`src/hdl/ibc_pkg.sv`:
```
// Shared types and constants for the IMU bias calibrator.
// No dependencies; every other file in hdl/ depends on this package.
package ibc_pkg;

	localparam int unsigned CAPTURE_LEN  = 12;
	localparam int unsigned NUM_AXES     = 6;
	localparam int unsigned RAW_W        = 16;
	localparam int unsigned SUM_W        = 20;
	localparam int unsigned OFF_W        = 20;
	localparam int unsigned OUT_W        = 21;
	localparam int unsigned CNT_W        = 5;
	localparam int unsigned REQ_W        = 2;

	localparam logic [REQ_W-1:0] REQ_SAMPLE = 2'd0;
	localparam logic [REQ_W-1:0] REQ_CAL    = 2'd1;
	localparam logic [REQ_W-1:0] REQ_CLEAR  = 2'd2;

	// Rounded mean: q = floor((|sum|*32 + N) / (2N)), done as a multiply by a
	// truncated reciprocal followed by one correction step.
	localparam int unsigned DIV_D    = 2 * CAPTURE_LEN;
	localparam int unsigned X_W      = 25;
	localparam int unsigned RCP_SH   = 25;
	localparam int unsigned RCP_LO_W = 13;
	localparam int unsigned RCP_HI_W = X_W - RCP_LO_W;
	localparam int unsigned PH_W     = X_W + RCP_HI_W;
	localparam int unsigned PL_W     = X_W + RCP_LO_W;
	localparam int unsigned PROD_W   = X_W + X_W;
	localparam logic [X_W-1:0]      RCP_M  = X_W'((64'd1 << RCP_SH) / DIV_D);
	localparam logic [RCP_HI_W-1:0] RCP_MH = RCP_M[X_W-1:RCP_LO_W];
	localparam logic [RCP_LO_W-1:0] RCP_ML = RCP_M[RCP_LO_W-1:0];

	// What an item does once it reaches the back end of the pipe
	typedef enum logic [1:0] {
		K_NONE,
		K_SAMPLE,
		K_FINAL,
		K_CLEAR
	} ibc_kind_t;

	typedef struct packed {
		logic shift;
		logic acc_en;
		logic sum_clr;
		logic off_wr;
		logic off_clr;
	} ibc_lane_ctl_t;

endpackage

```
`src/hdl/ibc_lane.sv`:
```
// One axis lane: capture sum, rounded-mean pipeline, offset and correction.
// Depends on ibc_pkg.
module ibc_lane (
	input  logic                             clk,
	input  logic                             arst_n,
	input  ibc_pkg::ibc_lane_ctl_t           ctl,
	input  logic signed [ibc_pkg::RAW_W-1:0] raw,
	output logic signed [ibc_pkg::OUT_W-1:0] corr
);
	import ibc_pkg::*;

	logic signed [SUM_W-1:0] sum_q;
	logic signed [SUM_W-1:0] sum_nx;
	logic signed [OFF_W-1:0] off_q;

	logic signed [RAW_W-1:0] raw_s1, raw_s2, raw_s3, raw_s4, raw_s5;
	logic signed [SUM_W-1:0] sum_s1;
	logic [SUM_W-1:0]        mag;
	logic [X_W-1:0]          x_s2, x_s3, x_s4;
	logic                    neg_s2, neg_s3, neg_s4, neg_s5;
	logic [PH_W-1:0]         ph_s3;
	logic [PL_W-1:0]         pl_s3;
	logic [PROD_W-1:0]       prod;
	logic [OFF_W-1:0]        qe_s4, q_s5;
	logic [X_W-1:0]          rem;

	assign sum_nx = sum_q + SUM_W'(raw);

	always_ff @(posedge clk or negedge arst_n) begin
		if (!arst_n) begin
			sum_q <= '0;
		end else if (ctl.sum_clr) begin
			sum_q <= '0;
		end else if (ctl.acc_en) begin
			sum_q <= sum_nx;
		end
	end

	assign mag  = sum_s1[SUM_W-1] ? SUM_W'(-sum_s1) : SUM_W'(sum_s1);
	assign prod = {ph_s3, {RCP_LO_W{1'b0}}} + PROD_W'(pl_s3);
	// estimate is exact or one low
	assign rem  = x_s4 - X_W'(qe_s4) * X_W'(DIV_D);

	always_ff @(posedge clk) begin
		if (ctl.shift) begin
			raw_s1 <= raw;
			sum_s1 <= sum_nx;
			raw_s2 <= raw_s1;
			x_s2   <= {mag, 5'b0} + X_W'(CAPTURE_LEN);
			neg_s2 <= sum_s1[SUM_W-1];
			raw_s3 <= raw_s2;
			ph_s3  <= x_s2 * RCP_MH;
			pl_s3  <= x_s2 * RCP_ML;
			x_s3   <= x_s2;
			neg_s3 <= neg_s2;
			raw_s4 <= raw_s3;
			qe_s4  <= prod[RCP_SH +: OFF_W];
			x_s4   <= x_s3;
			neg_s4 <= neg_s3;
			raw_s5 <= raw_s4;
			q_s5   <= qe_s4 + OFF_W'(rem >= X_W'(DIV_D));
			neg_s5 <= neg_s4;
		end
	end

	always_ff @(posedge clk or negedge arst_n) begin
		if (!arst_n) begin
			off_q <= '0;
		end else if (ctl.off_clr) begin
			off_q <= '0;
		end else if (ctl.off_wr) begin
			off_q <= neg_s5 ? -$signed(q_s5) : $signed(q_s5);
		end
	end

	assign corr = {raw_s5[RAW_W-1], raw_s5, 4'b0} - {off_q[OFF_W-1], off_q};

endmodule

```
`config.mk`:
```
export PLATFORM = sky130hd
export DESIGN_NAME = ibc_lane
export DESIGN_NICKNAME = d
export VERILOG_FILES = /design/src/hdl/ibc_pkg.sv /design/src/hdl/ibc_lane.sv
export SDC_FILE = /design/constraint.sdc
export NUM_CORES = 1
export LEC_CHECK = 0
export ABC_AREA = 1
export ABC_CLOCK_PERIOD_IN_PS = 5900
export BUFFER_PORTS_ARGS = -buffer_cell sky130_fd_sc_hd__buf_2
export CORE_AREA = 4 4 206 208
export DETAILED_ROUTE_END_ITERATION = 7
export DIE_AREA = 0 0 210 212
export GPL_TIMING_DRIVEN = 0
export PLACE_DENSITY = 0.81
export SLEW_MARGIN = 20
export SYNTH_ARGS = -nofsm -noshare
export SYNTH_HDL_FRONTEND = slang
export SYNTH_SLANG_ARGS = --single-unit
```
`constraint.sdc`:
```
create_clock -name clk -period 5.9 [get_ports clk]
set_clock_uncertainty 0.15 [all_clocks]
set_input_delay 0.885 -clock clk [delete_from_list [all_inputs] [get_ports clk]]
set_output_delay 0.885 -clock clk [all_outputs]
set_load 0.01 [all_outputs]
```
==> flow_metrics.py <==
metrics = {
    "timing": {
        "min_period_ns": 5.46,
        "rsz0062_at_grt": "no",
        "max_freq_mhz": 183,
        "drv_slew": 0,
        "relSlewSlack_pct": 53.0,
        "worstMarginPinSlew_ns": 0.697,
        "setup_violations": 0,
        "post-route-period-util_pct": 92.6,
        "tns_ns": 0,
        "final-hold-violation-count": 0,
    },
    "synthesis": {
        "synth_nets": 2776,
        "ys_ff_latch": 292,
        "synthMostInstantiatedCell": "inv_1",
        "synth-edff-count": 252,
        "async_flop_share_pct": 13.7,
        "syn_avg_cell_area_sq_um": 9.18,
        "synth_common_cells": "inv_1, nand2_1, edfxtp_1",
        "synth_cell_types": 52,
        "ys.flop_type": "edfxtp_1",
        "synthesis.area_sq_um": 22200,
        "synth_top_cell_by_area": "edfxtp_1",
        "ys_top_cells_by_area": "edfxtp_1, ha_1, fa_1",
        "yosys.area.top_type_share_pct": 34.1,
        "ys_seq_area_share_pct": 38.6,
        "synth_cells": 2416,
        "yosysWarnings": 0,
    },
    "cts": {
        "clock_tree.buffer_depth": 3,
        "insertion_delay_ns": 0.59,
        "htreeDepth": 1,
        "cts_hold_buf": 0,
        "cts_sinks": 292,
        "path_clk_slew_ns": 0.06,
        "root_buffer": "clkbuf_16",
        "cts_tree": "yes",
        "numCtsBuffers": 30,
    },
    "layout": {
        "multiInputGateArea_sq_um": 11800,
        "layoutNonFillerInstCount": 3052,
        "nFillCells": 3393,
        "ff_latch_area_sq_um": 8570,
        "drive_gt1_share_pct": 5.04,
        "area_growth_syn_to_layout_pct": 8.82,
        "fin_nets": 2860,
        "antenna-diode-count": 0,
    },
    "setup_path": {
        "start_kind": "flop",
        "crit_top_cell": "nand2_1",
        "worstSetupPathType": "reg -> reg",
        "worstPathArrival_ns": 5.63,
        "cp.required_ns": 6.07,
        "critPathSlowestCell": "edfxtp_1",
        "critical_path.max_stage_delay_ns": 0.45,
        "crit_path_end_kind": "flop",
        "cp_max_fo": 5,
    },
    "routing": {
        "first_pass_iters": 6,
        "avgRoutedWirePerCell_um": 16.9,
        "vias": 16600,
        "drcViolationCount": 0,
        "drtAntennaViolNets": 0,
        "wl_um": 51600,
        "drt_iter0_drc": 1342,
        "vias_per_cell": 5.42,
    },
    "die": {
        "die_h_um": 212,
        "num_io_pins": 44,
        "row_count": 74,
        "die_width_um": 210,
        "start_util_pct": 54.7,
        "design.die.area_sq_um": 44500,
        "core-area_sq_um": 40600,
    },
    "worst_hold_path": {
        "hold_class": "in -> async",
    },
    "flow_run": {
        "maxCapViolCount": 0,
    },
    "placed_design": {
        "place_congestion": 0.968,
        "numPortBuffers": 43,
        "dp_hpwl_um": 42000,
        "dp_cells": 2993,
    },
    "global_routing": {
        "grt_max_degree": 110,
        "first_global_vias": 16600,
        "grt_usage_pct": 23.3,
        "grt_overflow_total": 0,
        "grt_first_pass_wirelength_um": 84100,
        "antenna_found_initial": 0,
    },
    "outcome": {
        "status": "complete, no violations",
    },
}
## cell usage in the layout, fill, tap and decap left out, types with 19 or more instances in the layout
master | synthesis | final
inv_1 | 484 | 484
nand2_1 | 433 | 433
edfxtp_1 | 252 | 252
ha_1 | 228 | 227
nor2_1 | 166 | 165
a21oi_1 | 163 | 162
fa_1 | 109 | 109
xor2_1 | 106 | 106
nand3_1 | 93 | 93
o21ai_0 | 77 | 76
xnor2_1 | 52 | 52
buf_2 | 0 | 41
dfrtp_1 | 40 | 40
clkbuf_16 | 0 | 30
nor3_1 | 22 | 21
nand4_1 | 19 | 19
## final cells by class
type	instances	area share (%)
sequential	292	35.5
timing repair buffer	52	1.39
multi-input combinational	1628	48.8
clock inverter	13	0.441
clock buffer	39	3.42
buffer	9	0.156
inverter	487	7.58
tap	532	2.76
## worst paths after layout
check                                   startpoint                    end  slack, ns  cells after the start
worst max register to register  qe_s4[3]$_DFFE_PP_     q_s5[19]$_DFFE_PP_       0.44                     28
worst min-delay path                        arst_n  off_q[12]$_DFFE_PN0P_       0.15                      1
worst min register to register   x_s3[5]$_DFFE_PP_      x_s4[5]$_DFFE_PP_       0.26                      0
max in group asynchronous                   arst_n  sum_q[18]$_DFFE_PN0P_       5.05                      1
min in group clk                 x_s3[5]$_DFFE_PP_      x_s4[5]$_DFFE_PP_       0.26                      0
worst max-delay path            qe_s4[3]$_DFFE_PP_     q_s5[19]$_DFFE_PP_       0.44                     28
## through the flow
step	setup slack [ns]	instance area, sq um	util (%)	hold WS (ns)
after floorplan	1.19	22200	-	0.250
after global placement	0.0695	23100	56.8	0.250
after detailed placement	0.0464	23100	57.0	0.255
after CTS	0.0402	24100	59.3	0.265
after global routing	0.0273	24100	59.5	0.175
final	0.436	24100	59.5	0.150
## routing by layer
metal  GRT usage [%]  wire length [um]
met1            32.1             22500
met2            39.7             25000
met3            2.51              2700
met4            6.12              1370
met5               0                 0
## repair_timing
action,4_1_cts,5_1_grt
gates resized for setup,0,7
buffers inserted,0,7
setup endpoints to repair,0,13
## cells by family (layout without fill, tap and decap cells)
kind of cell	Yosys count	after routing	share of synthesized area, %
compound gates	354	354	9.11
xor+xnor	158	158	6.24
simple gates	779	779	14.9
buf+inv	496	600	8.41
flops	292	292	38.6
fa+ha+maj	337	337	22.7
## critical path, delay by kind of cell (launching register included)
kind,cells,cell delay [ns]
buf+inv,1,0.08
xor+xnor,2,0.35
compound gates,7,1.12
simple gates,15,2.06
flops,1,0.45
fa+ha+maj,3,0.99
## flip-flops by register name, summed over array words and instances (netlist names), 20 cells and up
register / cells
off_q: 20
x_s4: 20
x_s3: 20
qe_s4: 20
sum_s1: 20
pl_s3: 23
ph_s3: 25
sum_q: 20
q_s5: 20
x_s2: 20
Power is left out: the tool's default activity adds up to more than one toggle a clock period on the data nets, which glitch-free logic cannot reach.
