===== config.mk =====
export PLATFORM = sky130hd
export DESIGN_NAME = ibc_ctrl
export DESIGN_NICKNAME = d
export VERILOG_FILES = /design/src/hdl/ibc_pkg.sv /design/src/hdl/ibc_ctrl.sv
export SDC_FILE = /design/constraint.sdc
export NUM_CORES = 1
export LEC_CHECK = 0
export BUFFER_PORTS_ARGS = -buffer_cell sky130_fd_sc_hd__buf_2
export CAP_MARGIN = 20
export CORE_MARGIN = 2
export CORE_UTILIZATION = 46
export CTS_CLUSTER_SIZE = 24
export DETAILED_ROUTE_END_ITERATION = 8
export PLACE_DENSITY_LB_ADDON = 0.3
export SETUP_SLACK_MARGIN = 0.5
export SLEW_MARGIN = 0
export SYNTH_ARGS = -nofsm -noshare
export SYNTH_HDL_FRONTEND = slang
export SYNTH_SLANG_ARGS = --single-unit

===== constraint.sdc =====
create_clock -name clk -period 1.8 [get_ports clk]
set_input_delay 0.09 -clock clk [delete_from_list [all_inputs] [get_ports clk]]
set_output_delay 0.09 -clock clk [all_outputs]
set_load 0.01 [all_outputs]

===== src/hdl/ibc_pkg.sv =====
// Shared types and constants for the IMU bias calibrator.
// No dependencies; every other file in hdl/ depends on this package.
package ibc_pkg;

	localparam int unsigned CAPTURE_LEN  = 12;
	localparam int unsigned NUM_AXES     = 6;
	localparam int unsigned RAW_W        = 16;
	localparam int unsigned SUM_W        = 20;
	localparam int unsigned OFF_W        = 20;
	localparam int unsigned OUT_W        = 21;
	localparam int unsigned CNT_W        = 5;
	localparam int unsigned REQ_W        = 2;

	localparam logic [REQ_W-1:0] REQ_SAMPLE = 2'd0;
	localparam logic [REQ_W-1:0] REQ_CAL    = 2'd1;
	localparam logic [REQ_W-1:0] REQ_CLEAR  = 2'd2;

	// Rounded mean: q = floor((|sum|*32 + N) / (2N)), done as a multiply by a
	// truncated reciprocal followed by one correction step.
	localparam int unsigned DIV_D    = 2 * CAPTURE_LEN;
	localparam int unsigned X_W      = 25;
	localparam int unsigned RCP_SH   = 25;
	localparam int unsigned RCP_LO_W = 13;
	localparam int unsigned RCP_HI_W = X_W - RCP_LO_W;
	localparam int unsigned PH_W     = X_W + RCP_HI_W;
	localparam int unsigned PL_W     = X_W + RCP_LO_W;
	localparam int unsigned PROD_W   = X_W + X_W;
	localparam logic [X_W-1:0]      RCP_M  = X_W'((64'd1 << RCP_SH) / DIV_D);
	localparam logic [RCP_HI_W-1:0] RCP_MH = RCP_M[X_W-1:RCP_LO_W];
	localparam logic [RCP_LO_W-1:0] RCP_ML = RCP_M[RCP_LO_W-1:0];

	// What an item does once it reaches the back end of the pipe
	typedef enum logic [1:0] {
		K_NONE,
		K_SAMPLE,
		K_FINAL,
		K_CLEAR
	} ibc_kind_t;

	typedef struct packed {
		logic shift;
		logic acc_en;
		logic sum_clr;
		logic off_wr;
		logic off_clr;
	} ibc_lane_ctl_t;

endpackage


===== src/hdl/ibc_ctrl.sv =====
// Request decode, capture counter, item-kind pipeline and calibrated flag.
// Depends on ibc_pkg.
module ibc_ctrl (
	input  logic                       clk,
	input  logic                       arst_n,
	input  logic                       accept,
	input  logic                       adv,
	input  logic [ibc_pkg::REQ_W-1:0]  req,
	output ibc_pkg::ibc_lane_ctl_t     ctl,
	output logic                       res_vld,
	output logic                       cal
);
	import ibc_pkg::*;

	logic             capturing_q;
	logic [CNT_W-1:0] count_q;
	logic             cal_q;
	logic             last_smp;
	ibc_kind_t        kind_in;
	ibc_kind_t        kind_s1, kind_s2, kind_s3, kind_s4, kind_s5;

	assign last_smp = capturing_q && (count_q == CNT_W'(CAPTURE_LEN - 1));

	always_comb begin
		kind_in = K_NONE;
		if (accept) begin
			unique case (req)
				REQ_SAMPLE: begin
					if (!capturing_q) kind_in = K_SAMPLE;
					else if (last_smp) kind_in = K_FINAL;
				end
				REQ_CLEAR: kind_in = K_CLEAR;
				default:   kind_in = K_NONE;
			endcase
		end
	end

	always_ff @(posedge clk or negedge arst_n) begin
		if (!arst_n) begin
			capturing_q <= 1'b0;
			count_q     <= '0;
		end else if (accept) begin
			unique case (req)
				REQ_SAMPLE: begin
					if (last_smp) begin
						capturing_q <= 1'b0;
						count_q     <= '0;
					end else if (capturing_q) begin
						count_q <= count_q + 1'b1;
					end
				end
				REQ_CAL: begin
					capturing_q <= 1'b1;
					count_q     <= '0;
				end
				REQ_CLEAR: begin
					capturing_q <= 1'b0;
					count_q     <= '0;
				end
				default: ;
			endcase
		end
	end

	// kind pipe mirrors the lane stages s1..s5
	always_ff @(posedge clk or negedge arst_n) begin
		if (!arst_n) begin
			kind_s1 <= K_NONE;
			kind_s2 <= K_NONE;
			kind_s3 <= K_NONE;
			kind_s4 <= K_NONE;
			kind_s5 <= K_NONE;
		end else if (adv) begin
			kind_s1 <= kind_in;
			kind_s2 <= kind_s1;
			kind_s3 <= kind_s2;
			kind_s4 <= kind_s3;
			kind_s5 <= kind_s4;
		end
	end

	always_ff @(posedge clk or negedge arst_n) begin
		if (!arst_n) begin
			cal_q <= 1'b0;
		end else if (adv) begin
			if (kind_s5 == K_FINAL) cal_q <= 1'b1;
			else if (kind_s5 == K_CLEAR) cal_q <= 1'b0;
		end
	end

	assign ctl.shift   = adv;
	assign ctl.acc_en  = accept && (req == REQ_SAMPLE) && capturing_q;
	assign ctl.sum_clr = accept && ((req == REQ_CAL) || (req == REQ_CLEAR) ||
		((req == REQ_SAMPLE) && last_smp));
	assign ctl.off_wr  = adv && (kind_s5 == K_FINAL);
	assign ctl.off_clr = adv && (kind_s5 == K_CLEAR);
	assign res_vld     = (kind_s5 == K_SAMPLE);
	assign cal         = cal_q;

	a_cnt_range: assert property (@(posedge clk) disable iff (!arst_n)
		count_q < CNT_W'(CAPTURE_LEN)) else $error("capture count out of range");
	a_cnt_idle: assert property (@(posedge clk) disable iff (!arst_n)
		!capturing_q |-> count_q == '0) else $error("count nonzero while idle");
	a_final_ends: assert property (@(posedge clk) disable iff (!arst_n)
		(kind_in == K_FINAL) |=> (!capturing_q && count_q == '0))
		else $error("capture did not end on its last sample");
	a_clear_flag: assert property (@(posedge clk) disable iff (!arst_n)
		(adv && kind_s5 == K_CLEAR) |=> !cal_q) else $error("flag survived a clear");

endmodule


==> results of run 1 <==
-- cell usage after synthesis (2+ instances only) --
cell type and number:
sky130_fd_sc_hd__nor2b_1 4, sky130_fd_sc_hd__nor2_1 2, sky130_fd_sc_hd__and3_1 2, sky130_fd_sc_hd__o21ai_0 6, sky130_fd_sc_hd__ha_1 5, sky130_fd_sc_hd__inv_1 6, sky130_fd_sc_hd__dfrtp_1 17, sky130_fd_sc_hd__mux2_2 9
sky130_fd_sc_hd__nand3_1 5, sky130_fd_sc_hd__nand2_1 7, sky130_fd_sc_hd__o22ai_1 2, sky130_fd_sc_hd__a21oi_1 2
-- layer usage --
metal	vias up	global-route usage (%)	share of wire [%]
met1	298	20.2	48
li1	320	-	-
met4	0	11.7	2.3
met3	4	3.46	3.8
met2	25	23.5	45
met5	-	0	0
-- stage by stage --
step	power, mW	utilization, %	hold slack, ns	worst slack (ns)	instances
final	0.977	61.4	0.154	0.130	127
after global routing	1.05	61.4	0.142	0.0592	127
after CTS	0.970	60.3	0.160	0.116	125
after detailed placement	0.736	55.0	0.0272	0.270	115
after global placement	0.728	55.0	0.0231	0.322	115
after floorplan	0.663	-	-0.206	0.381	80
-- final timing paths --
kind	endpoint	slack, ns	cells after the start
setup / recovery	ctl[2]	0.13	6
hold / removal	kind_s1[1]	0.15	3
setup reg to reg	capturing_q	0.26	6
hold reg to reg	cal	0.48	1
max in group asynchronous	kind_s3[0]	1.27	2
min in group asynchronous	count_q[1]	0.26	2
-- state kept, by name, summed over array words and instances (netlist names) --
name and flops:
cal 1, capturing_q 1, count_q 5, kind_s1 2, kind_s2 2, kind_s3 2
kind_s4 2, kind_s5 2
-- layout make-up --
class,count,area share (%)
clock buffer,4,2.45
inverter,6,2.10
sequential,17,39.7
timing repair buffer,20,11.4
multi-input combinational,55,41.4
tap,25,2.92
-- where the power goes --
group / internal (mW) / leakage (nW) / switching (mW)
registers: 0.455 / 0.219 / 0.0631
clock network: 0.0858 / 0.0150 / 0.104
logic: 0.149 / 0.310 / 0.120
total: 0.690 / 0.544 / 0.287
-- cells by family (layout without fill, tap and decap cells) --
logic type,Yosys count,after routing,synth area share (%)
compound gates,14,14,9.55
flops,17,17,49.2
buf+inv,8,30,3.91
simple gates,26,26,16.6
mux,10,10,13.5
fa+ha+maj,5,5,7.24
-- repair_timing --
item / 4_1_cts / 5_1_grt
endpoints found under the hold margin: 17 / 0
hold buffers: 1 / 0
resized for setup: 4 / 1
buffers inserted: 5 / 2
gates cloned: 0 / 0
setup endpoints to repair: 7 / 8
pin swaps: 2 / 2
-- critical path, delay by kind of cell (launching register included) --
family                   cells  cell delay, ns
adder cells (fa/ha/maj)      1            0.18
buffers and inverters        1            0.13
AO/OA/AOI/OAI                1            0.15
flip-flops                   1            0.43
AND/OR/NAND/NOR              3            0.42
==> metrics list, run 1 <==
- Of all nets on the critical path, the largest fanout is 3.
- Kind of critical path: reg2out
- Global placement routability congestion: 0.826
- Entering global routing, the biggest net connects 18 pins.
- Number of buffers added on ports: 12
- Summed over all layers, the global routing overflow is 0.
- Subtracting the final worst setup slack from the clock period gives approximately 1.7 ns.
- Number of enable-type register cells in the synthesized netlist: 0
- Final Setup Violations: 0
* Die span in y: approximately 47 microns
- After routing, the total negative slack on setup checks comes to 0 ns.
- Worst-skew pair later-pin latency: 0.28 ns
- After routing the design area is 1070 sq um.
- The via count of the first global-routing pass came to 536.
- Maxcap violations: 0
- The final-report hold violation count came to 0.
- Number of DRC markers after the initial detailed-route iteration: 11
- The number of slew-limit violations in the final report came to 0.
- Starting Density: 49.5%
- Among all flip-flop cells after synthesis, the most frequent one is sky130_fd_sc_hd__dfrtp_1.
- In the routed design, unresolved DRC markers number 0.
* Worst hold path class: in2reg
- CTS built an H-tree with a depth of 1.
* Number of core rows: 15
- Summing all flip-flop and latch instances after layout gives 425 sq um.
- Post-synth top area cell: sky130_fd_sc_hd__dfrtp_1
* Count of different cell masters after synthesis: 25
- In the layout the commonest cells are 17 x sky130_fd_sc_hd__dfrtp_1, 12 x sky130_fd_sc_hd__buf_2, 8 x sky130_fd_sc_hd__mux2_2.
* Post-route clock skew: 0.00426 ns
- FFs w/ async S/R, synth: 100%
- Total standard cell area after synthesis: 865 sq um
- Summing the sequential cell areas from Yosys gives a little under 50% of the chip area.
- In this run the static leakage power is 0.544 nW.
- The worst setup path is launched from a register.
* Cts bufs inserted: 3
* Worst Max-Slew Pin Slew: around 0.37 ns
- Ranked by total cell area, the synthesized netlist is headed by sky130_fd_sc_hd__dfrtp_1 49%, sky130_fd_sc_hd__mux2_2 12%, sky130_fd_sc_hd__ha_1 7.2%, sky130_fd_sc_hd__o21ai_0 3.5%, sky130_fd_sc_hd__nand2_1 3.0%.
- The HPWL after detailed placement is approximately 1 mm.
- TritonCTS built the clock tree.
- VDD sags by at most about 0.00044 V.
- Data on the critical path arrives at its endpoint at between 1.5 and 2 ns.
- Antenna-violating nets left: 0
* Number of nets in the synthesized netlist: 91
- 13 I/O pins were placed.
- Final routed wirelength across all metal layers: approximately 1.5 mm
- Peak Freq: around 600 MHz
* Die footprint: 2240 sq um
- The die is about 47 microns wide.
- Most common cell after layout, fill and taps aside: sky130_fd_sc_hd__dfrtp_1
- Summing all placed instances gives a cell area of 960 sq um.
- Worst r2r src: count_q[1]
- Area of the multi-input gates: 443 sq um
- In this run the tightest slew margin relative to its limit is 75.4%.
- Top-area cell type share of the netlist area: about half
- The number of antenna diodes in the final layout is 0.
- Final routed wire length divided by cell count: 11.5 microns
- Count of warnings emitted by yosys: 0
- Reg clk slew, reported paths: 0.09 ns
- Kind of end point of the critical path: output port
- For this design the ratio of total power to cell area is 912 nW/um^2.
- The clock drives 17 sinks.
* Maximum count of clock buffers along a single path: 2
- The number of antenna violations at the first check in global routing is 0.
* First-pass GRT wire length: about 2.3 mm
- For this run, the total global-route usage over all layers was measured as 15.9%.
- WP data required: ~1.7 ns
* Final period utilization: 92.8%
* Cell chain of the critical path: ha_4, nor2b_4, and3_4, and2_4, o21a_1, buf_2
- Mean instance size in the synthesized netlist: 10.8 sq um
- The region available for standard cell placement spans 1750 sq um.
- Tracing the worst setup path back leads to its startpoint at count_q[1].
* Filler Cell Count: 157
- For this run, the detailed router's first-pass iteration total came to 4.
- The run finished with clean final reports.
* Fraction of layout instances using a drive strength above 1: 39.2%
- Register bit total from synthesis: 17
* Cell type of the slowest stage on the worst timing path: sky130_fd_sc_hd__dfrtp_1
- Vias per Instance: 5.09
- The routed layout has around 650 vias.
- The cell sitting at the root of the clock tree is a sky130_fd_sc_hd__clkbuf_4.
- Cells after Synth: 80
* Synth-to-layout area growth: 23.9%
- Final net count: ~110
* Peak per-stage delay on the critical path: 0.43 ns
- Unrepaired setup endpoints after global routing: yes
- The startpoint identified for the worst hold timing path is accept.
(Power assumes the default switching activity.)
==> run 2, diff against run 1 <==
- ABC_AREA: unset -> 1
==> run 2 against run 1 <==
Clock power is 12% higher. Core utilization is 2.1 points lower. Total power is 4.3% lower. First-iteration DRC count grew to 3.2 times the previous value. Clock-buffer cell count stayed put. Hold slack worse by 0.035 ns. Die area is 7.8% higher. Flip-flop and latch count stayed put. Design area is 7.4% higher. Maximum frequency is 11% higher. Sequential power is 7.3% lower.
==> metrics list, run 2 <==
- Largest fanout on the critical path: 6
* Top-area cell type share of the netlist area: 45.3%
- Beginning of the worst hold path: adv
* Hold Violations, Final: 0
* Final period utilization: 83.5%
- Across the run, the number of max-cap violations was 0.
- Traced cell by cell, the critical path runs through inv_2, nand2_2, nor2_4, nor2_4, nor2_2, buf_2.
* Number of enable-type register cells in the synthesized netlist: 0
- The floorplan step defined a core boundary enclosing between 1500 and 2000 sq um.
- Buffers placed on the I/O ports in this run total 12.
- In the global route stage, overall resource usage came out at about 18%.
* Vias per Instance: 4.88
- The post-route netlist has 28.9% of its cells at a drive strength greater than 1.
- The number of antenna violations at the first check in global routing came to 0.
- At the worst endpoint, the required time is 1.71 ns.
- The synthesized netlist occupies a cell area of between 900 and 1000 sq um.
- Die span in y: around 49 microns
* Count of inserted antenna diode cells: 0
* Total count of max-transition violations in the final report: 0
- Peak per-stage delay on the critical path: 0.48 ns
- Final routed wirelength across all metal layers: 1.94 mm
- P_sw: 0.308 mW
- The die covers 2420 sq um.
* Number of flip-flops in the largest register: 5
- Final Setup Violations: 0
* Final net count: 154
- In the routed design, unresolved DRC markers number 0.
- Most common cell after layout, fill and taps aside: sky130_fd_sc_hd__nand2_1
- Sequential cells account for between 50% and 60% of the total power.
- At the pin with the least slew margin, the transition time is around 0.38 ns.
- The top cell types in the final layout, fill and taps aside, are 45 x sky130_fd_sc_hd__nand2_1, 16 x sky130_fd_sc_hd__dfrtp_1, 13 x sky130_fd_sc_hd__inv_1.
- Root buf cell: sky130_fd_sc_hd__clkbuf_4
* Register with the most flip-flops: count_q
* Cts bufs inserted: 3
* Combinational fraction of design power: 25.9%
- After detailed routing, the average wire length per cell comes to 11.5 microns.
- Cell type of the slowest stage on the worst timing path: sky130_fd_sc_hd__dfrtp_1
- Destination of the worst hold path: kind_s5[1]
* Number of core rows: 16
- Clock net sink count: 17
- First-pass GRT wire length: 3.27 mm
- Capturing point of the worst reg2reg path: kind_s1[1]
- Critical path depth: 6
* Count of warnings emitted by yosys: 0
* Pwr per Cell Area: between 800 and 900 nW/um^2
- Measured in cells, the most critical reg-to-reg path has a length of 9.
- In this run the top signal layer used is met4.
- Power Internal: 0.626 mW
- The synthesized design spends more area on one cell type than any other, namely sky130_fd_sc_hd__dfrtp_1.
* Worst IR drop on VDD: roughly 0.00053 V
- Starting Density: between 40 and 50%
- Headroom to the max-slew limit came out at between 70% and 80%.
- Count of different cell masters after synthesis: 21
- Setup repair after global routing could not meet its margin everywhere.
- Detailed routing placed a total of around 74 microns of wire on met3.
- Top cells by count, synth: 45 x sky130_fd_sc_hd__nand2_1, 17 x sky130_fd_sc_hd__dfrtp_1, 13 x sky130_fd_sc_hd__inv_1
* Cell area after placement: 1020 sq um
- Global placement routability congestion: 0.849
- Adding up every negative setup slack in the final design gives 0 ns.
* Top post-synthesis cells by area: sky130_fd_sc_hd__dfrtp_1 45%, sky130_fd_sc_hd__nand2_1 18%, sky130_fd_sc_hd__ha_1 6.7%, sky130_fd_sc_hd__inv_1 5.2%, sky130_fd_sc_hd__nand3_1 3.7%
- Synth-to-layout area growth: 22.5%
- Most repeated cell in the gate-level netlist after synthesis: sky130_fd_sc_hd__nand2_1
* Reg clk slew, reported paths: 0.10 ns
* Register-to-Register Setup Slack: 0.51 ns
- The longest clock path from root to sink contains 2 buffers.
- In the final routing, the length of wire on met1 measures 896 microns.
* Kind of cell with the highest combined delay on the critical path: flip-flops
* Clock network fraction of total power: 22.7%
* Total via count after detailed routing: between 800 and 900
- Antenna-violating nets left: 0
- The critical path contains buffers and inverters numbering 2 combined.
* Worst hold path class: in2reg
- Register bit total from synthesis: 17
- Top cell by count, worst path: sky130_fd_sc_hd__nor2_4
- After global routing the overflow that remains totals 0.
- Filler Cell Count: 191
* First-pass iteration count of the detailed router: 4
- Outcome: finished clean
- Vias in the first global route: 760
- TritonCTS built the clock tree.
- Type of element launching the critical path: register
- Fraction of the yosys area taken by sequential cells: between 40% and 50%
- Worst-skew pair later-pin latency: roughly 0.30 ns
- The finished cells cover 1150 sq um.
- For this run, asynchronously set or reset flops after synthesis account for 100%.
- Peak Freq: 666 MHz
- Cells after Synth: 120
- Number of cells traversed by the worst hold path: 3
* Mean instance size in the synthesized netlist: just under 8 sq um
* Number of nets in the synthesized netlist: 131
* Switching portion of total power: about a third
* Kind of end point of the critical path: output port
- In this run the static leakage power is about 0.62 nW.
* WP data arrival: 1.41 ns
- Kind of critical path: reg2out
- Subtracting the final worst setup slack from the clock period gives between 1.5 and 2 ns.
* Post-synth top flop: sky130_fd_sc_hd__dfrtp_1
- Measured along the x axis, the die boundary spans roughly 49 microns.
- Post-route clock skew: 0.00264 ns
* Number of DRC markers after the initial detailed-route iteration: 35
* Depth of the CTS H-tree: 1
- For this design the top-level I/O count stands at 13.
- After legalization and detailed placement, the total HPWL measured 1.28 mm.
- Entering global routing, the biggest net connects 18 pins.
- The routed design uses 938 microns of met2 wire.
* Worst r2r src: count_q[1]
run 2: repair_timing:
action,in CTS,in global routing
hold buffers,1,0
gates resized for setup,3,6
pin swaps,3,3
setup buffers,6,1
endpoints found under the setup margin,2,6
hold endpoints to repair,17,0
run 2: layout make-up:
type                       count  area (sq um)  share of cell area, %
inverter                      17          66.3                   5.77
tap                           27          33.8                   2.94
clock buffer                   4          26.3                   2.29
timing repair buffer          20           123                   10.7
multi-input combinational     84           474                   41.2
sequential                    17           427                   37.1
run 2: worst reg2reg max path, stage by stage (launching register included):
cell and delay (ns):
sky130_fd_sc_hd__dfrtp_1 0.43, sky130_fd_sc_hd__ha_4 0.19, sky130_fd_sc_hd__nand3_4 0.09, sky130_fd_sc_hd__nor2_4 0.05, sky130_fd_sc_hd__buf_4 0.12, sky130_fd_sc_hd__buf_4 0.13, sky130_fd_sc_hd__nand2_1 0.05, sky130_fd_sc_hd__nand2_1 0.04
sky130_fd_sc_hd__nand2_1 0.05, sky130_fd_sc_hd__nand2_1 0.05
run 2: metrics by stage:
step | util, % | setup slack, ns | total power, mW | hold slack [ns] | std cells
after CTS | 57.7 | 0.322 | 0.921 | 0.118 | 168
after global routing | 59.2 | 0.227 | 0.994 | 0.135 | 169
after global placement | 52.5 | 0.542 | 0.661 | 0.0298 | 157
after floorplan | - | 0.667 | 0.608 | -0.206 | 120
final | 59.2 | 0.297 | 0.934 | 0.120 | 169
after detailed placement | 52.5 | 0.467 | 0.672 | 0.0283 | 157
run 2: power by group through the flow:
stage                     Combinational [mW]  Clock [mW]  Sequential [mW]
final                                  0.242       0.212            0.481
after global routing                   0.273       0.232            0.489
after global placement                 0.180           0            0.480
after detailed placement               0.188           0            0.484
after floorplan                        0.127           0            0.481
after CTS                              0.231       0.211            0.479
run 2: worst max path at each step:
stage / startpoint / to / slack [ns]
2_1_floorplan: count_q[1] / ctl[2] / 0.67
3_3_place_gp: count_q[1] / ctl[2] / 0.54
3_5_place_dp: count_q[1] / ctl[2] / 0.47
4_1_cts: count_q[1] / ctl[2] / 0.32
5_1_grt: count_q[2] / ctl[2] / 0.23
6_report: count_q[2] / ctl[2] / 0.30
run 2: cell families (layout without fill, tap and decap cells):
| kind of cell | Yosys count | count (layout) | synth area share [%] |
|---|---|---|---|
| compound gates | 5 | 5 | 2.67 |
| xor+xnor | 1 | 1 | 0.934 |
| fa+ha+maj | 5 | 5 | 6.67 |
| buf+inv | 19 | 41 | 8.40 |
| flops | 17 | 17 | 45.3 |
| simple gates | 73 | 73 | 36.0 |
run 2: per-layer routing:
layer  up-vias  GRT usage, %
li1        413             -
met1       383          24.2
met2        25          28.2
met3         4          2.15
met4         0          9.52
met5         -             0
==> run 3, diff against run 2 <==
- clock period: 1.8 -> 1.4 ns (I/O delays scaled with it)
==> run 3 against run 2 <==
The run now ends with negative setup slack left. Clock power rose by 28%. Routed wire length shrank 1.1%. Clock-buffer cell count decreased by 1. Core utilization increased by 6.7 points. Critical endpoint unchanged. Largest power group unchanged.
==> metrics list, run 3 (synthesis results as in run 2) <==
- Fraction of layout instances using a drive strength above 1: 38.0%
- Outcome: finished with violations
- The final-report hold violation count came to 0.
- Unrepaired setup endpoints after global routing: yes
- Type of element launching the critical path: register
- The critical path starts at count_q[2].
- Pin placement for this block handled 13 I/O pins.
* Cts bufs inserted: 3
* Number of DRC markers after the initial detailed-route iteration: 18
* Relative slew slack: between 70% and 80%
* Total count of max-transition violations in the final report: 0
- Pwr per Cell Area: 1010 nW/um^2
- The first global-routing pass estimated 3.46 mm of wire.
- The detailed router placed 818 vias in this run.
- Depth of the CTS H-tree: 1
- STA classifies the critical path endpoint as an output port.
- Global routing used 18.6% of the available tracks.
* Switching portion of total power: 32.5%
- Number of flip-flops in the largest register: 5
* Leakage power total: between 0.6 and 0.7 nW
- Maximum count of clock buffers along a single path: 2
- R2R depth: 8
- The clock drives 17 sinks.
* # DRC: 0
- 0 antenna diodes ended up in the layout.
- Summed over all nets, the switching power comes to approximately 0.42 mW.
- Across the routed clock network, the largest skew measured is 0.000950 ns.
* Final Setup Violations: 1
- Worst IR drop on VDD: a little under 0.0007 V
- Measured along the y axis, the die boundary spans between 40 and 50 microns.
- The first detailed-routing pass ran for 5 iterations.
- The tool flagged a number of max-cap violations equal to 0.
- Worst hold-check slack: approximately 0.11 ns
* Die span in x: roughly 49 microns
- Final routed wire length divided by cell count: 10.9 microns
- Static timing analysis puts the maximum clock frequency at 705 MHz.
- Antenna-violating nets left: 0
* Largest fanout on the critical path: 6
* Core outline area: 1940 sq um
- Register with the most flip-flops: count_q
* Cell area after placement: 1060 sq um
- PnR worst setup slack: -0.0182 ns
* Top library cells by usage in the layout, fill and taps aside: 44 x sky130_fd_sc_hd__nand2_1, 17 x sky130_fd_sc_hd__dfrtp_1, 12 x sky130_fd_sc_hd__buf_4
* Filler Cell Count: between 150 and 200
* Clock network fraction of total power: a little over a fifth
* Root buf cell: sky130_fd_sc_hd__clkbuf_4
- Routability-driven placement finished with a final weighted congestion of around 0.8.
- Timing endpoint of the critical path: ctl[2]
* Reg clk slew, reported paths: 0.11 ns
- Half-perimeter wire length after detailed placement: 1.22 mm
* Initial antenna violation count: 0
- Final Core Density: 65.9%
* Design Area, Final: roughly 1300 sq um
- Setup TNS: -0.0182 ns
* Final period utilization: 101%
- Compared with the post-synthesis result, the final layout area differs by 36.4%.
- Final routed wirelength across all metal layers: a little under 2 mm
* Min Tclk post-route: 1.42 ns
* Global route total overflow: 0
- The startpoint identified for the worst register-to-register timing path is count_q[2].
* Worst-skew pair later-pin latency: 0.29 ns
- Row generation in the floorplan step produced 16 rows.
- The critical path is of the reg2out type.
- Maximum number of pins on one net before global-route repair: 18
* WP data arrival: about 1.4 ns
* Violations in the final reports: negative setup slack
* Worst Max-Slew Pin Slew: 0.386 ns
* Vias in the first global route: just under 800
* Worst hold path class: in2reg
* Number of buffers added on ports: 12
- Die footprint: ~2400 sq um
- Vias per Instance: 4.62
* WP data required: between 1 and 1.5 ns
- Starting Density: 48.3%
- TritonCTS built the clock tree.
- The setup check on the worst reg-to-reg path leaves a slack of about 0.040 ns.
* Capturing point of the worst reg2reg path: count_q[3]
- The share of total power dissipated in sequential elements is 47.7%.
- Power Internal: 0.871 mW
- Combinational fraction of design power: 31.4%
* Most common cell after layout, fill and taps aside: sky130_fd_sc_hd__nand2_1
* Final net count: about 160
==> run 3: cell types whose count changed in the layout (fill, tap and decap cells not counted), sizes merged <==
cell and delta:
buf +8, clkbuf -1, clkinvlp +1
==> run 3: final cells by class <==
class / instances / area (sq um) / area share, %
sequential: 17 / 425 / 33.2
clock buffer: 3 / 22.5 / 1.76
multi-input combinational: 84 / 522 / 40.8
timing repair buffer: 28 / 200 / 15.6
inverter: 17 / 68.8 / 5.38
tap: 27 / 33.8 / 2.64
clock inverter: 1 / 7.51 / 0.587
==> run 3: power by group through the flow <==
stage | clock (mW) | combinational (mW) | sequential, mW
after floorplan | 0 | 0.182 | 0.627
after global placement | 0 | 0.251 | 0.624
after detailed placement | 0 | 0.258 | 0.629
after CTS | 0.281 | 0.339 | 0.614
after global routing | 0.310 | 0.454 | 0.623
final | 0.271 | 0.405 | 0.616
==> run 3: worst max-delay path, stage by stage (launching register included) <==
cell,delay (ns)
sky130_fd_sc_hd__dfrtp_1,0.48
sky130_fd_sc_hd__inv_2,0.09
sky130_fd_sc_hd__nand2_2,0.09
sky130_fd_sc_hd__nor2_4,0.18
sky130_fd_sc_hd__nor2_4,0.05
sky130_fd_sc_hd__nor2_4,0.07
sky130_fd_sc_hd__buf_6,0.10
==> run 3: per-stage QoR <==
step,total power [mW],setup WS (ns),instances
after CTS,1.23,-0.0237,172
final,1.29,-0.0182,177
after detailed placement,0.887,0.252,157
after global routing,1.39,-0.0679,177
after floorplan,0.809,0.351,120
after global placement,0.875,0.282,157
==> run 3: layer usage <==
layer  vias up  GRT usage, %  share of wire (%)
met5         -             0                  0
met4         0          8.57                1.2
met3         2          1.84                3.2
met2        21          31.5                 48
met1       370          23.7                 48
li1        425             -                  -
==> run 3: worst min-delay path by stage <==
stage / from / end / slack [ns] / cells past startpoint
after CTS: adv / kind_s5[1] / 0.09 / 3
after floorplan: arst_n / cal / -0.23 / 0
after global routing: adv / kind_s5[1] / 0.09 / 3
final: adv / kind_s2[0] / 0.11 / 3
after global placement: arst_n / kind_s5[1] / 0.01 / 1
after detailed placement: arst_n / cal / 0.02 / 1
==> run 3: repair_timing <==
item                       CTS  global route
hold endpoints to repair    17             0
buffers inserted            10             5
pin swaps                    6             9
hold buffers                 1             0
setup endpoints to repair   13            14
resized for setup           11             9
